File: config.mk
export PLATFORM = sky130hd
export DESIGN_NAME = ptpq_cell
export DESIGN_NICKNAME = d
export VERILOG_FILES = /design/src/sv/ptpq_pkg.sv /design/src/sv/ptpq_cell.sv
export SDC_FILE = /design/constraint.sdc
export NUM_CORES = 1
export LEC_CHECK = 0
export BUFFER_PORTS_ARGS = -buffer_cell sky130_fd_sc_hd__buf_2
export CAP_MARGIN = 40
export CORE_UTILIZATION = 40
export DETAILED_ROUTE_END_ITERATION = 10
export PLACE_DENSITY = 0.73
export RECOVER_POWER = 100
export SETUP_SLACK_MARGIN = 0.3
export SYNTH_ARGS = -nofsm -noshare
export SYNTH_HDL_FRONTEND = slang
export SYNTH_SLANG_ARGS = --single-unit
File: constraint.sdc
create_clock -name clk_i -period 10.9 [get_ports clk_i]
set_clock_uncertainty 0.15 [all_clocks]
set_input_delay 2.18 -clock clk_i [delete_from_list [all_inputs] [get_ports clk_i]]
set_output_delay 2.18 -clock clk_i [all_outputs]
set_load 0.03 [all_outputs]
File: src/sv/ptpq_pkg.sv
package ptpq_pkg;

  localparam int TaskW = 12;
  localparam int PerW  = 16;
  localparam int DueW  = 40;

  localparam logic [DueW-1:0] DueMax = {DueW{1'b1}};

  // mode field encoding
  localparam logic ModeRegister = 1'b0;
  localparam logic ModePop      = 1'b1;

  typedef struct packed {
    logic             mode;
    logic [TaskW-1:0] task_id;
    logic [PerW-1:0]  period;
  } ptpq_in_t;

  typedef struct packed {
    logic [TaskW-1:0] out_task;
    logic [DueW-1:0]  due_time;
    logic             empty_res;
  } ptpq_out_t;

  typedef struct packed {
    logic [TaskW-1:0] task_id;
    logic [PerW-1:0]  period;
    logic [DueW-1:0]  due;
  } ptpq_entry_t;

  typedef enum logic {
    OP_INSERT,
    OP_POP
  } ptpq_op_e;

  typedef enum logic {
    ST_IDLE,
    ST_EXEC
  } ptpq_state_e;

  // broadcast from the controller to every cell
  typedef struct packed {
    logic        en;
    ptpq_op_e    op;
    ptpq_entry_t key;
  } ptpq_ctrl_t;

endpackage

File: src/sv/ptpq_cell.sv
module ptpq_cell (
  input  logic                  clk_i,
  input  ptpq_pkg::ptpq_ctrl_t  ctrl_i,
  input  logic                  valid_i,
  input  logic                  left_le_i,
  input  ptpq_pkg::ptpq_entry_t left_entry_i,
  input  logic                  right_le_i,
  input  ptpq_pkg::ptpq_entry_t right_entry_i,
  output logic                  le_o,
  output ptpq_pkg::ptpq_entry_t entry_o
);

  ptpq_pkg::ptpq_entry_t entry_q, entry_d;

  // stored key orders at or before the broadcast key
  assign le_o = valid_i &&
                ((entry_q.due < ctrl_i.key.due) ||
                 ((entry_q.due == ctrl_i.key.due) &&
                  (entry_q.task_id <= ctrl_i.key.task_id)));

  assign entry_o = entry_q;

  always_comb begin
    entry_d = entry_q;
    case (ctrl_i.op)
      ptpq_pkg::OP_INSERT: begin
        if (le_o) begin
          entry_d = entry_q;
        end else if (left_le_i) begin
          entry_d = ctrl_i.key;
        end else begin
          entry_d = left_entry_i;
        end
      end
      ptpq_pkg::OP_POP: begin
        // head leaves, chain shifts left, reinserted key drops into place;
        // the head's own le is always set, so cell 0 takes the key if needed
        if (right_le_i) begin
          entry_d = right_entry_i;
        end else if (le_o) begin
          entry_d = ctrl_i.key;
        end else begin
          entry_d = entry_q;
        end
      end
      default: entry_d = entry_q;
    endcase
  end

  always_ff @(posedge clk_i) begin
    if (ctrl_i.en) begin
      entry_q <= entry_d;
    end
  end

endmodule

==> impl_metrics.toml <==
[sta]
tightestPinTransition_ps = 3783
setup_tns_ps = 0
finalCriticalPeriod_ps = 7912
slew_headroom = -1.522
timing.fmax_mhz = 126.4
period_share = 0.7259
rsz0062_at_grt = "false"
final_hold_viol_count = 0
slew_viol_final = 120
setup_violations = 0

[place]
placed_cell_area_um2 = 6798
place_inst = 950
dp_hpwl_um = 11910
portBuffers = 278
place.gp.congestion = 0.8117

[route]
avgViaCountPerCell = 5.189
drc = 0
vias = 5013
wl_um = 15000
wl_per_cell_um = 15.53
drtIter0Drc = 245
dr.pass1.iters = 6
ant_nets = 0

[synthesis]
synth-seq-cells = 68
yosys.area.top_type = "edfxtp_1"
yosysWarnings = 0
synth_area_per_cell_um2 = 9.943
synth_area_um2 = 5220
synth_edf_count = 68
synth.area.top_cells = "edfxtp_1 39%, ha_1 12%, mux2i_1 9.2%"
synth_top_area_frac = 0.3912
async_flop_share = 0
synth_cell_types = 37
synthesis.instances = 525
ys_seq_area_frac = 0.3912
synthFlopType = "edfxtp_1"
syn_nets = 787

[grt]
grt_overflow_total = 0
grt_pass1_vias = 4572
grt_usage = 0.2166
grt_max_degree = 87
grt_pass1_wl_um = 22110
antenna_found_initial = 0

[floorplan]
die_w_um = 116.2
die-area_um2 = 13510
initial_utilization = 0.4120
core.rowCount = 41
coreArea_um2 = 12670
fp.dieH_um = 116.2
top_level_ports = 279

[clock_tree]
cts_setup_buffers = 0
tritoncts = "yes"
clk_latency_ps = 340
clock_sinks = 68
htree_levels = 3
cts_buffer_depth = 2
ctsHoldBuffers = 0
root_buffer = "clkbuf_16"
cts-resized-gates = 0
cts_made_buffers = 9
clk_pin_slew_worst_paths_ps = 50

[setup_path]
crit_type = "in -> reg"
cp-end-kind = "flop"
cp.arrival_ps = 7670
startpoint_type = "primary input"
path_max_fanout = 49
cp.required_ps = 10660

[cells_and_area]
stdcell_count = 966
area_growth_pct = 33.63
fin_area_um2 = 6975
largest_reg_flops = 68
fin_nets = 1051
drive_above_1_share = 0.2938
fill_cells = 1239

[power_and_ir_drop]
p_per_area_nw_per_um2 = 123.0
peakVddDrop_mv = 0.08507
power_leakage_nw = 3.279

[run_status]
status = "finished with violations"
violations = "max-capacitance violations, max-slew violations"

[run]
maxCapViolCount = 3

[worst_hold_path]
hold_class = "reg -> reg"
cell families (layout without fill, tap and decap cells):
kind of cell,count (synthesis),count (layout),synth area share
other cells,0,1,0
fa+ha+maj,52,52,0.1246
mux,48,48,0.09204
simple gates,91,91,0.1071
buf+inv,107,375,0.07766
compound gates,159,159,0.2073
flops,68,68,0.3912
layer usage:
layer | wire length [um] | track usage
met3 | 1234 | 0.06435
met4 | 297 | 0.08034
met5 | 0 | 0
met1 | 6289 | 0.2520
met2 | 7179 | 0.3755
synth_stat cells (2+ instances only):
library cell and number:
nor2b_1 49, nand3_1 6, nand2b_1 2, nor4_1 4, a211oi_1 49, edfxtp_1 68
inv_1 75, nand2_1 6, mux2i_1 48, o21ai_0 7, nand4_2 2, clkbuf_1 24
buf_2 3, ha_1 52, nor2_1 5, nand4_1 12, a222oi_1 21, buf_1 5
a21o_1 5, a21oi_1 65
area by class of cell:
type                    instances  area, um^2  area share
diodes                          1       2.502   0.0003587
clock buffers                  12       236.5     0.03390
clock inverters                 3       38.79    0.005561
inverters                      75       281.5     0.04036
multi-input cells             350        2790      0.4000
flip-flops and latches         68        2042      0.2927
well taps                     172       215.2     0.03085
repair buffers                285        1369      0.1962
layout by cell type (no fill, tap or decap), types with 4 or more instances in the layout:
cell type	instances
buf_2	208
inv_1	75
clkbuf_1	75
edfxtp_1	68
a21oi_1	65
ha_1	52
nor2b_1	49
a211oi_1	49
mux2i_1	48
a222oi_1	21
nand4_1	12
clkbuf_16	9
o21ai_0	8
nand2_1	6
nand3_1	6
nor2_1	5
a21o_1	5
nor4_1	4
buf_4	4
metrics by stage:
| stage | util | setup WS (ps) | hold slack (ps) | total power [mW] |
|---|---|---|---|---|
| finish | 0.5505 | 2988 | 1725 | 0.8582 |
| global route | 0.5503 | 2478 | 1839 | 0.9022 |
| CTS | 0.5582 | 4098 | 1211 | 0.8688 |
| detailed placement | 0.5365 | 4098 | 1200 | 0.5863 |
| global placement | 0.5343 | 4092 | 1187 | 0.5829 |
| floorplan | - | 1366 | 2097 | 0.4943 |
path summary, 6_finish.rpt:
check / startpoint / endpoint / slack (ps) / cells past startpoint
max: right_le_i / entry_o[51] / 2990 / 7
min reg2reg: entry_o[39] / entry_o[5] / 1730 / 6
max reg2reg: entry_o[19] / entry_o[51] / 6100 / 9
min: entry_o[39] / entry_o[5] / 1730 / 6
critical path: stages:
cell and delay [ps]:
buf_2 70, clkbuf_1 2640, inv_1 410, nand2_1 230, o21ai_0 140, a311oi_4 240, clkbuf_1 1710
report_power, final:
part	internal [mW]	switching (mW)	total, mW
clock	0.175	0.106	0.280
combinational	0.0945	0.150	0.245
sequential	0.322	0.0110	0.333
Power figures use the tool's default switching activity.
